### src/rtl/vcp_pkg.sv
// ----------------------------------------------------------------------------
// vcp_pkg
// Shared types and constants of the velocity change keypoint picker.
// ----------------------------------------------------------------------------
package vcp_pkg;

  localparam int VCP_CHANNELS = 16;

  localparam int CH_W    = 4;
  localparam int VEL_W   = 32;
  localparam int THR_W   = 31;
  localparam int CNT_W   = 10;
  localparam int CAUSE_W = 3;
  localparam int CFG_W   = 10;
  localparam int CFG_IDX_W = 1;

  localparam logic [CNT_W-1:0] COUNT_MAX = {CNT_W{1'b1}};

  localparam logic [CNT_W-1:0] MIN_INTERVAL_RST = CNT_W'(1);
  localparam logic [CNT_W-1:0] MAX_INTERVAL_RST = CNT_W'(10);

  // register indexes of the configuration port
  localparam logic [CFG_IDX_W-1:0] REG_MIN_INTERVAL = 1'b0;
  localparam logic [CFG_IDX_W-1:0] REG_MAX_INTERVAL = 1'b1;

  // input commands
  localparam logic CMD_SAMPLE = 1'b0;
  localparam logic CMD_THRESH = 1'b1;

  // stored direction codes
  localparam logic [1:0] DIR_NONE = 2'd0;
  localparam logic [1:0] DIR_RISE = 2'd1;
  localparam logic [1:0] DIR_FALL = 2'd3;

  // queue between front and back
  localparam int QDEPTH = 2;

  typedef enum logic [CAUSE_W-1:0] {
    CAUSE_NONE  = 3'd0,
    CAUSE_MAG   = 3'd1,
    CAUSE_REV   = 3'd2,
    CAUSE_MAXI  = 3'd3,
    CAUSE_FIRST = 3'd4,
    CAUSE_LAST  = 3'd5
  } cause_t;

  typedef enum logic [1:0] {
    OP_SAMPLE = 2'd0,
    OP_IGNORE = 2'd1,
    OP_THRESH = 2'd2
  } op_t;

  typedef struct packed {
    op_t                    op;
    logic [CH_W-1:0]        channel;
    logic signed [VEL_W-1:0] velocity;
    logic [THR_W-1:0]       threshold_value;
    logic                   first_sample;
    logic                   last_sample;
  } entry_t;

  typedef struct packed {
    logic [CNT_W-1:0] min_interval;
    logic [CNT_W-1:0] max_interval;
  } cfg_t;

  typedef struct packed {
    logic full;
    logic empty;
  } q_stat_t;

  typedef struct packed {
    logic pop;
    logic pop_result;
  } back_stat_t;

endpackage

### src/rtl/vcp_if.sv
// ----------------------------------------------------------------------------
// vcp_if
// Valid/ready channel interfaces for input items and result items.
// ----------------------------------------------------------------------------
interface vcp_in_if import vcp_pkg::*; ();
  logic                    valid;
  logic                    ready;
  logic                    command;
  logic [CH_W-1:0]         channel;
  logic signed [VEL_W-1:0] velocity;
  logic [THR_W-1:0]        threshold_value;
  logic                    first_sample;
  logic                    last_sample;

  modport source (
    output valid, command, channel, velocity, threshold_value, first_sample, last_sample,
    input  ready
  );
  modport sink (
    input  valid, command, channel, velocity, threshold_value, first_sample, last_sample,
    output ready
  );
endinterface

interface vcp_out_if import vcp_pkg::*; ();
  logic               valid;
  logic               ready;
  logic [CH_W-1:0]    out_channel;
  logic               is_keypoint;
  logic [CAUSE_W-1:0] cause;

  modport source (
    output valid, out_channel, is_keypoint, cause,
    input  ready
  );
  modport sink (
    input  valid, out_channel, is_keypoint, cause,
    output ready
  );
endinterface

### src/rtl/vcp_front.sv
// ----------------------------------------------------------------------------
// vcp_front
// Accepts input items, classifies them and pushes them into the queue; threshold writes
// to a missing channel are dropped.
module vcp_front import vcp_pkg::*; #(
  parameter int CHANNELS = VCP_CHANNELS
) (
  vcp_in_if.sink   in_chan,
  input  q_stat_t  q_stat,
  output logic     push,
  output entry_t   push_entry
);

  logic ch_ok;
  logic xfer;

  assign ch_ok = ({26'd0, in_chan.channel} < 30'(CHANNELS));

  assign in_chan.ready = !q_stat.full;
  assign xfer          = in_chan.valid && in_chan.ready;

  always_comb begin
    push_entry.channel         = in_chan.channel;
    push_entry.velocity        = in_chan.velocity;
    push_entry.threshold_value = in_chan.threshold_value;
    push_entry.first_sample    = in_chan.first_sample;
    push_entry.last_sample     = in_chan.last_sample;
    push                       = xfer;
    if (in_chan.command == CMD_THRESH) begin
      push_entry.op = OP_THRESH;
      // threshold write to a missing channel is dropped here
      if (!ch_ok) begin
        push = 1'b0;
      end
    end else if (ch_ok) begin
      push_entry.op = OP_SAMPLE;
    end else begin
      push_entry.op = OP_IGNORE;
    end
  end

endmodule

### src/rtl/vcp_queue.sv
// ----------------------------------------------------------------------------
// vcp_queue
// Short register queue between the front and the back.
// ----------------------------------------------------------------------------
module vcp_queue import vcp_pkg::*; (
  input  logic    clk,
  input  logic    rst_n,
  input  logic    push,
  input  entry_t  push_entry,
  input  logic    pop,
  output entry_t  head,
  output q_stat_t q_stat
);

  localparam int PTR_W = (QDEPTH > 1) ? $clog2(QDEPTH) : 1;
  localparam int CNT_QW = $clog2(QDEPTH + 1);

  entry_t              mem_r [QDEPTH];
  logic [PTR_W-1:0]    wr_ptr_r, wr_ptr_nxt;
  logic [PTR_W-1:0]    rd_ptr_r, rd_ptr_nxt;
  logic [CNT_QW-1:0]   count_r, count_nxt;

  assign q_stat.full  = (count_r == CNT_QW'(QDEPTH));
  assign q_stat.empty = (count_r == '0);
  assign head         = mem_r[rd_ptr_r];

  always_comb begin
    wr_ptr_nxt = wr_ptr_r;
    rd_ptr_nxt = rd_ptr_r;
    count_nxt  = count_r;
    if (push) begin
      wr_ptr_nxt = (wr_ptr_r == PTR_W'(QDEPTH - 1)) ? '0 : wr_ptr_r + 1'b1;
    end
    if (pop) begin
      rd_ptr_nxt = (rd_ptr_r == PTR_W'(QDEPTH - 1)) ? '0 : rd_ptr_r + 1'b1;
    end
    if (push && !pop) begin
      count_nxt = count_r + 1'b1;
    end else if (pop && !push) begin
      count_nxt = count_r - 1'b1;
    end
  end

  always_ff @(posedge clk) begin
    if (!rst_n) begin
      wr_ptr_r <= '0;
      rd_ptr_r <= '0;
      count_r  <= '0;
    end else begin
      wr_ptr_r <= wr_ptr_nxt;
      rd_ptr_r <= rd_ptr_nxt;
      count_r  <= count_nxt;
    end
  end

  always_ff @(posedge clk) begin
    if (push) begin
      mem_r[wr_ptr_r] <= push_entry;
    end
  end

endmodule

### src/rtl/vcp_back.sv
// ----------------------------------------------------------------------------
// vcp_back
// Judges samples against per-channel state and drives the result register.
// ----------------------------------------------------------------------------
module vcp_back import vcp_pkg::*; #(
  parameter int CHANNELS = VCP_CHANNELS
) (
  input  logic        clk,
  input  logic        rst_n,
  input  cfg_t        cfg,
  input  entry_t      head,
  input  q_stat_t     q_stat,
  output logic        pop,
  output back_stat_t  back_stat,
  vcp_out_if.source   out_chan
);

  localparam int IDX_W = (CHANNELS > 1) ? $clog2(CHANNELS) : 1;

  logic signed [VEL_W-1:0] prev_vel_r [CHANNELS];
  logic signed [VEL_W-1:0] key_vel_r  [CHANNELS];
  logic [1:0]              dir_r      [CHANNELS];
  logic [CNT_W-1:0]        cnt_r      [CHANNELS];
  logic [THR_W-1:0]        thr_r      [CHANNELS];

  logic               out_valid_r;
  logic [CH_W-1:0]    out_channel_r;
  cause_t             out_cause_r;

  logic [IDX_W-1:0]        idx;
  logic                    out_free;
  logic                    is_sample;
  logic signed [VEL_W:0]   d;
  logic signed [VEL_W:0]   c;
  logic [VEL_W:0]          mag;
  logic [1:0]              sd;
  logic [CNT_W-1:0]        cnt_inc;
  logic                    ge_min;
  logic                    rev;
  cause_t                  cause;
  cause_t                  res_cause;

  assign idx       = IDX_W'({{IDX_W{1'b0}}, head.channel});
  assign out_free  = !out_valid_r || out_chan.ready;
  assign is_sample = (head.op == OP_SAMPLE) || (head.op == OP_IGNORE);

  // threshold writes drain even while the result register is blocked
  assign pop = !q_stat.empty && ((head.op == OP_THRESH) || out_free);
  assign back_stat.pop        = pop;
  assign back_stat.pop_result = pop && is_sample;

  always_comb begin
    d   = {head.velocity[VEL_W-1], head.velocity} -
          {prev_vel_r[idx][VEL_W-1], prev_vel_r[idx]};
    c   = {head.velocity[VEL_W-1], head.velocity} -
          {key_vel_r[idx][VEL_W-1], key_vel_r[idx]};
    mag = c[VEL_W] ? (VEL_W+1)'(0) - c : c;
    if (d[VEL_W]) begin
      sd = DIR_FALL;
    end else if (d != '0) begin
      sd = DIR_RISE;
    end else begin
      sd = DIR_NONE;
    end
    cnt_inc = (cnt_r[idx] == COUNT_MAX) ? cnt_r[idx] : cnt_r[idx] + 1'b1;
    ge_min  = (cnt_inc >= cfg.min_interval);
    rev     = ((dir_r[idx] == DIR_RISE) && (sd == DIR_FALL)) ||
              ((dir_r[idx] == DIR_FALL) && (sd == DIR_RISE));

    if (head.first_sample) begin
      cause = CAUSE_FIRST;
    end else if (ge_min && (mag > {2'b00, thr_r[idx]})) begin
      cause = CAUSE_MAG;
    end else if (ge_min && rev) begin
      cause = CAUSE_REV;
    end else if (cnt_inc >= cfg.max_interval) begin
      cause = CAUSE_MAXI;
    end else if (head.last_sample) begin
      cause = CAUSE_LAST;
    end else begin
      cause = CAUSE_NONE;
    end
    res_cause = (head.op == OP_SAMPLE) ? cause : CAUSE_NONE;
  end

  // per-channel state
  always_ff @(posedge clk) begin
    if (!rst_n) begin
      for (int i = 0; i < CHANNELS; i++) begin
        prev_vel_r[i] <= '0;
        key_vel_r[i]  <= '0;
        dir_r[i]      <= DIR_NONE;
        cnt_r[i]      <= '0;
        thr_r[i]      <= '0;
      end
    end else if (pop) begin
      case (head.op)
        OP_THRESH: begin
          thr_r[idx] <= head.threshold_value;
        end
        OP_SAMPLE: begin
          prev_vel_r[idx] <= head.velocity;
          if (head.first_sample) begin
            key_vel_r[idx] <= head.velocity;
            cnt_r[idx]     <= '0;
            dir_r[idx]     <= DIR_NONE;
          end else begin
            if (!ge_min) begin
              dir_r[idx] <= sd;
            end
            if (cause != CAUSE_NONE) begin
              key_vel_r[idx] <= head.velocity;
              cnt_r[idx]     <= '0;
            end else begin
              cnt_r[idx] <= cnt_inc;
            end
          end
        end
        default: begin
        end
      endcase
    end
  end

  // result register
  always_ff @(posedge clk) begin
    if (!rst_n) begin
      out_valid_r <= 1'b0;
    end else if (pop && is_sample) begin
      out_valid_r <= 1'b1;
    end else if (out_chan.ready) begin
      out_valid_r <= 1'b0;
    end
  end

  always_ff @(posedge clk) begin
    if (pop && is_sample) begin
      out_channel_r <= head.channel;
      out_cause_r   <= res_cause;
    end
  end

  assign out_chan.valid       = out_valid_r;
  assign out_chan.out_channel = out_channel_r;
  assign out_chan.cause       = out_cause_r;
  assign out_chan.is_keypoint = (out_cause_r != CAUSE_NONE);

endmodule

### src/rtl/velocity_change_keypoint_picker.sv
// ----------------------------------------------------------------------------
// velocity_change_keypoint_picker
// Flags keypoints in a per-channel stream of Q16.16 velocity samples.
// ----------------------------------------------------------------------------
// path: an input transfer writes the queue, then the judge pops the entry into the result register
// throughput: one item per cycle while the result register is not blocked, set by the state read-modify-write
// reset: channel state and thresholds clear at once, intervals go to 1 and 10
module velocity_change_keypoint_picker import vcp_pkg::*; #(
  parameter int CHANNELS = VCP_CHANNELS
) (
  input  logic                 clk,
  input  logic                 rst_n,
  vcp_in_if.sink               in_chan,
  vcp_out_if.source            out_chan,
  input  logic                 cfg_we,
  input  logic [CFG_IDX_W-1:0] cfg_index,
  input  logic [CFG_W-1:0]     cfg_wdata
);

  cfg_t       cfg_r;
  logic       push;
  entry_t     push_entry;
  logic       pop;
  entry_t     head;
  q_stat_t    q_stat;
  back_stat_t back_stat;

  always_ff @(posedge clk) begin
    if (!rst_n) begin
      cfg_r.min_interval <= MIN_INTERVAL_RST;
      cfg_r.max_interval <= MAX_INTERVAL_RST;
    end else if (cfg_we) begin
      case (cfg_index)
        REG_MIN_INTERVAL: cfg_r.min_interval <= cfg_wdata;
        REG_MAX_INTERVAL: cfg_r.max_interval <= cfg_wdata;
        default: begin
        end
      endcase
    end
  end

  vcp_front #(.CHANNELS(CHANNELS)) u_front (
    .in_chan    (in_chan),
    .q_stat     (q_stat),
    .push       (push),
    .push_entry (push_entry)
  );

  vcp_queue u_queue (
    .clk        (clk),
    .rst_n      (rst_n),
    .push       (push),
    .push_entry (push_entry),
    .pop        (pop),
    .head       (head),
    .q_stat     (q_stat)
  );

  vcp_back #(.CHANNELS(CHANNELS)) u_back (
    .clk       (clk),
    .rst_n     (rst_n),
    .cfg       (cfg_r),
    .head      (head),
    .q_stat    (q_stat),
    .pop       (pop),
    .back_stat (back_stat),
    .out_chan  (out_chan)
  );

  // input stalls only when the queue is full
  a_ready_full: assert property (@(posedge clk) disable iff (!rst_n)
    !in_chan.ready |-> q_stat.full)
    else $error("input stalled with queue space left");

  // every judged sample shows up as a result next cycle
  a_pop_result: assert property (@(posedge clk) disable iff (!rst_n)
    back_stat.pop_result |=> out_chan.valid)
    else $error("sample popped without a result");

  // a threshold write into an empty result slot yields no result
  a_thresh_silent: assert property (@(posedge clk) disable iff (!rst_n)
    (back_stat.pop && !back_stat.pop_result && !out_chan.valid) |=> !out_chan.valid)
    else $error("threshold write produced a result");

  // never pop an empty queue
  a_no_underflow: assert property (@(posedge clk) disable iff (!rst_n)
    pop |-> !q_stat.empty)
    else $error("queue underflow");

endmodule
### src/flat_wrapper.sv
// flat-port wrapper written by rule: the top's interface ports become plain ports
module velocity_change_keypoint_picker_flat import vcp_pkg::*;
#(
  parameter int CHANNELS = VCP_CHANNELS
)
  (clk, rst_n, cfg_we, cfg_index, cfg_wdata, in_chan_valid, in_chan_command, in_chan_channel, in_chan_velocity, in_chan_threshold_value, in_chan_first_sample, in_chan_last_sample, in_chan_ready, out_chan_valid, out_chan_out_channel, out_chan_is_keypoint, out_chan_cause, out_chan_ready);
  vcp_in_if in_chan_i ();
  vcp_out_if out_chan_i ();
  input  logic clk;
  input  logic rst_n;
  input  logic cfg_we;
  input  logic [CFG_IDX_W-1:0] cfg_index;
  input  logic [CFG_W-1:0] cfg_wdata;
  input wire logic [$bits(in_chan_i.valid)-1:0] in_chan_valid;
  input wire logic [$bits(in_chan_i.command)-1:0] in_chan_command;
  input wire logic [$bits(in_chan_i.channel)-1:0] in_chan_channel;
  input wire logic [$bits(in_chan_i.velocity)-1:0] in_chan_velocity;
  input wire logic [$bits(in_chan_i.threshold_value)-1:0] in_chan_threshold_value;
  input wire logic [$bits(in_chan_i.first_sample)-1:0] in_chan_first_sample;
  input wire logic [$bits(in_chan_i.last_sample)-1:0] in_chan_last_sample;
  output wire logic [$bits(in_chan_i.ready)-1:0] in_chan_ready;
  output wire logic [$bits(out_chan_i.valid)-1:0] out_chan_valid;
  output wire logic [$bits(out_chan_i.out_channel)-1:0] out_chan_out_channel;
  output wire logic [$bits(out_chan_i.is_keypoint)-1:0] out_chan_is_keypoint;
  output wire logic [$bits(out_chan_i.cause)-1:0] out_chan_cause;
  input wire logic [$bits(out_chan_i.ready)-1:0] out_chan_ready;
  assign in_chan_i.valid = in_chan_valid;
  assign in_chan_i.command = in_chan_command;
  assign in_chan_i.channel = in_chan_channel;
  assign in_chan_i.velocity = in_chan_velocity;
  assign in_chan_i.threshold_value = in_chan_threshold_value;
  assign in_chan_i.first_sample = in_chan_first_sample;
  assign in_chan_i.last_sample = in_chan_last_sample;
  assign in_chan_ready = in_chan_i.ready;
  assign out_chan_valid = out_chan_i.valid;
  assign out_chan_out_channel = out_chan_i.out_channel;
  assign out_chan_is_keypoint = out_chan_i.is_keypoint;
  assign out_chan_cause = out_chan_i.cause;
  assign out_chan_i.ready = out_chan_ready;
  velocity_change_keypoint_picker #(.CHANNELS(CHANNELS)) u_core (.clk(clk), .rst_n(rst_n), .in_chan(in_chan_i), .out_chan(out_chan_i), .cfg_we(cfg_we), .cfg_index(cfg_index), .cfg_wdata(cfg_wdata));
endmodule
### config.mk
export PLATFORM = sky130hd
export DESIGN_NAME = velocity_change_keypoint_picker_flat
export DESIGN_NICKNAME = d
export VERILOG_FILES = /design/src/rtl/vcp_pkg.sv /design/src/rtl/vcp_if.sv /design/src/rtl/vcp_front.sv /design/src/rtl/vcp_queue.sv /design/src/rtl/vcp_back.sv /design/src/rtl/velocity_change_keypoint_picker.sv /design/src/flat_wrapper.sv
export SDC_FILE = /design/constraint.sdc
export NUM_CORES = 2
export LEC_CHECK = 0
export BUFFER_PORTS_ARGS = -buffer_cell sky130_fd_sc_hd__clkbuf_2
export CAP_MARGIN = 10
export CORE_UTILIZATION = 45
export CTS_CLUSTER_DIAMETER = 80
export CTS_CLUSTER_SIZE = 16
export DETAILED_ROUTE_END_ITERATION = 12
export SLEW_MARGIN = 10
export SYNTH_ARGS = -nofsm -noshare
export SYNTH_HDL_FRONTEND = slang
export SYNTH_SLANG_ARGS = --single-unit
### constraint.sdc
create_clock -name clk -period 11.7 [get_ports clk]
set_input_delay 2.34 -clock clk [delete_from_list [all_inputs] [get_ports clk]]
set_output_delay 2.34 -clock clk [all_outputs]
set_load 0.05 [all_outputs]
==> flow_summary.yaml <==
synthesis:
  synth_seq_cells: 1885
  synthesis.nets: 6898
  synthTopCellsByArea: "edfxtp_1 63%, mux4_2 10%, nor2_1 4.6%"
  netlist_area_sq_um: 89200
  yosysSeqAreaShare: 0.632
  synth_ff_type: "edfxtp_1"
  async_flop_share: 0
  synth.avg_cell_area_sq_um: 13.3
  synth_enable_flop_cells: 1859
  netlist.area_leader.share: 0.626
  synth_cell_type_count: 87
  yosys.area.top_type: "edfxtp_1"
  syn_inst: 6693
  synth_warnings: 0
route:
  wl_um: 280000
  postRouteAntennaNets: 0
  drt_pass1_iterations: 12
  avgRoutedWirePerCell_um: 30.1
  drc: 0
  vias: 59100
  drt_iter0_drc: 8281
  vias_per_cell: 6.35
global_route:
  overflow: 0
  groute.usage.overall: 0.279
  grt_pass1_vias: 57800
  grt_pass1_wl_um: 403000
  antenna_found_initial: 9
  grt_max_degree: 140
cts:
  cts.sinks: 1885
  cts_setup_buffers: 0
  cts.repair.resized: 0
  clockBufferDepth: 3
  ctsRootBufferMaster: "clkbuf_16"
  cts_tree: "yes"
  hold_buffers: 0
  numCtsBuffers: 139
  htree_levels: 4
  clk_pin_slew_ps: 70
  clk_latency_ps: 860
pwr:
  powerDensity_nw_per_um2: 267
  leakage_nw: 34.6
  ir_worst_vdd_uv: 601
cells_and_area:
  final_cell_area_sq_um: 97100
  fill_cells: 17000
  fin_nets: 6834
  drive_above_1_share: 0.160
  syn2layout_area_growth_pct: 8.78
sta:
  finalSetupTns_ps: 0
  max_freq_mhz: 97.6
  setup_viol: 0
  worst_pin_slew_ps: 1320
  final_max_slew_viol_count: 0
  clock_skew_ps: 34.1
  slew_headroom: 0.120
  hold_viol: 0
  rsz0062_at_grt: "false"
  fin_crit_ps: 10250
  fin_crit_sh: 0.876
critical_path:
  crit_path_top_delay_cell: "o31a_2"
  cp_data_arrival_time_ps: 10800
  cp_data_required_time_ps: 12250
  cpLargestDelayFamily: "simple AND/OR/NAND/NOR gates"
  critPathKind: "flop to flop"
  r2r_setup_slack_ps: 1450
  cp-start-kind: "flop"
  end_kind: "flop"
  slowest_delay_ps: 1080
  worst-path-max-fanout: 49
  crit_buf_inv: 3
status:
  status: "finished clean"
flow_run:
  cap_violations: 0
place:
  io_buffers: 95
  place_area_sq_um: 93100
  dp_hpwl_um: 179000
  gp_congestion: 0.945
floorplanning:
  dieArea_sq_um: 200000
  num_rows: 163
  num_io_pins: 96
  fp.dieW_um: 447
  die_h_um: 447
  core_sq_um: 197000
  initial_core_util: 0.452
hold_path:
  hold_path.class: "flop to flop"
-- power by group --
part	switching, W	internal, W
Clock	0.00236	0.00225
Sequential	0.000197	0.00809
Combinational	0.00919	0.00381
-- final timing paths --
kind | start | endpoint | depth (start not counted)
max | flop | u_core.u_back.key_vel_r[14][11] | 29
max reg2reg | flop | u_core.u_back.key_vel_r[14][11] | 29
min | u_core.cfg_r[17] | u_core.cfg_r[17] | 2
min reg2reg | u_core.cfg_r[17] | u_core.cfg_r[17] | 2
-- tightest hold or removal path: stages, from the launching register on --
cell and delay, ps:
dfxtp_1 310, nand2_1 50, a21oi_1 50
-- routing by layer --
layer	up-vias	wire length (um)	track usage	share of wire
li1	24900	-	-	-
met1	30300	113000	0.401	0.40
met2	3394	130000	0.437	0.47
met3	428	29800	0.0516	0.11
met4	6	7230	0.0757	0.026
met5	-	41	0	0.00015
-- synth_stat cells, drive strengths merged, types with 25 or more instances --
cell    count
a21boi    517
xor2       27
nor2     1089
a21o       30
ha        118
a21oi     154
edfxtp   1859
nand4      27
o21ai      95
inv        80
nand3     243
xnor2      36
clkbuf    404
mux2i     113
mux4      411
buf       147
nor3      131
dfxtp      26
and3      102
nand2     708
nor4       29
o211ai     25
-- kinds of logic (layout without fill, tap and decap cells) --
| kind of cell | Yosys count | in the layout | synth area share |
|---|---|---|---|
| AND/OR/NAND/NOR | 2466 | 2466 | 0.119 |
| XOR/XNOR | 63 | 63 | 0.00618 |
| multiplexers | 533 | 533 | 0.118 |
| flip-flops | 1885 | 1885 | 0.632 |
| AO/OA/AOI/OAI | 995 | 995 | 0.0786 |
| adder cells (fa/ha/maj) | 119 | 119 | 0.0168 |
| buffers and inverters | 632 | 604 | 0.0305 |
| other | 0 | 1 | 0 |
-- through the flow --
step / util / power (W) / hold WS, ps / std cells / setup WS (ps)
floorplan: - / 0.0171 / 436 / 6693 / 1780
global placement: 0.472 / 0.0211 / 444 / 9128 / 1670
detailed placement: 0.472 / 0.0212 / 448 / 9128 / 1650
CTS: 0.492 / 0.0257 / 458 / 9305 / 1610
global route: 0.492 / 0.0270 / 487 / 9306 / 1010
finish: 0.492 / 0.0259 / 457 / 9306 / 1450
-- cells in the final DEF, fill, tap and decap left out, types with 16 or more instances in the layout --
cell       count
xor2_1        27
a21oi_1      154
o211ai_1      25
inv_1         78
clkbuf_16    142
and3_1       100
dfxtp_1       25
nand2_2       28
nand3_1      230
o31a_2        16
a21o_1        30
a21boi_1     135
or3_1         21
nor3_1       122
nor4_1        28
buf_4        232
nor2_1      1088
clkbuf_2      94
nand4_1       27
mux2i_2       29
nand2b_1      20
xnor2_1       36
ha_1         118
nand2_1      679
a31oi_1       23
mux2i_1       80
edfxtp_1    1859
mux4_2       411
buf_12        19
o21ai_0       90
a21boi_0     382
and2_1        23
-- cell type report --
| type | instances | area (sq um) | share of cell area |
|---|---|---|---|
| multi-input combinational | 4176 | 30600 | 0.315 |
| inverter | 81 | 314 | 0.00324 |
| sequential | 1885 | 56300 | 0.581 |
| timing repair buffer | 346 | 2600 | 0.0268 |
| antenna | 1 | 2.50 | 0.0000258 |
| tap | 2640 | 3300 | 0.0340 |
| clock buffer | 155 | 3600 | 0.0371 |
| clock inverter | 22 | 318 | 0.00327 |
-- registers in the layout, summed over array words and instances, names as in the netlist, named ones only --
name	flops
u_core.u_back.key_vel_r	512
u_core.u_back.prev_vel_r	512
u_core.u_back.thr_r	496
u_core.u_back.cnt_r	160
u_core.u_queue.mem_r	140
u_core.u_back.dir_r	32
u_core.cfg_r	20
u_core.u_back.out_chan.out_channel	4
u_core.u_back.out_chan.cause	3
u_core.u_queue.count_r	2
u_core.u_back.out_chan.valid	1
u_core.u_queue.rd_ptr_r	1
u_core.u_queue.wr_ptr_r	1
(Power assumes the default switching activity.)
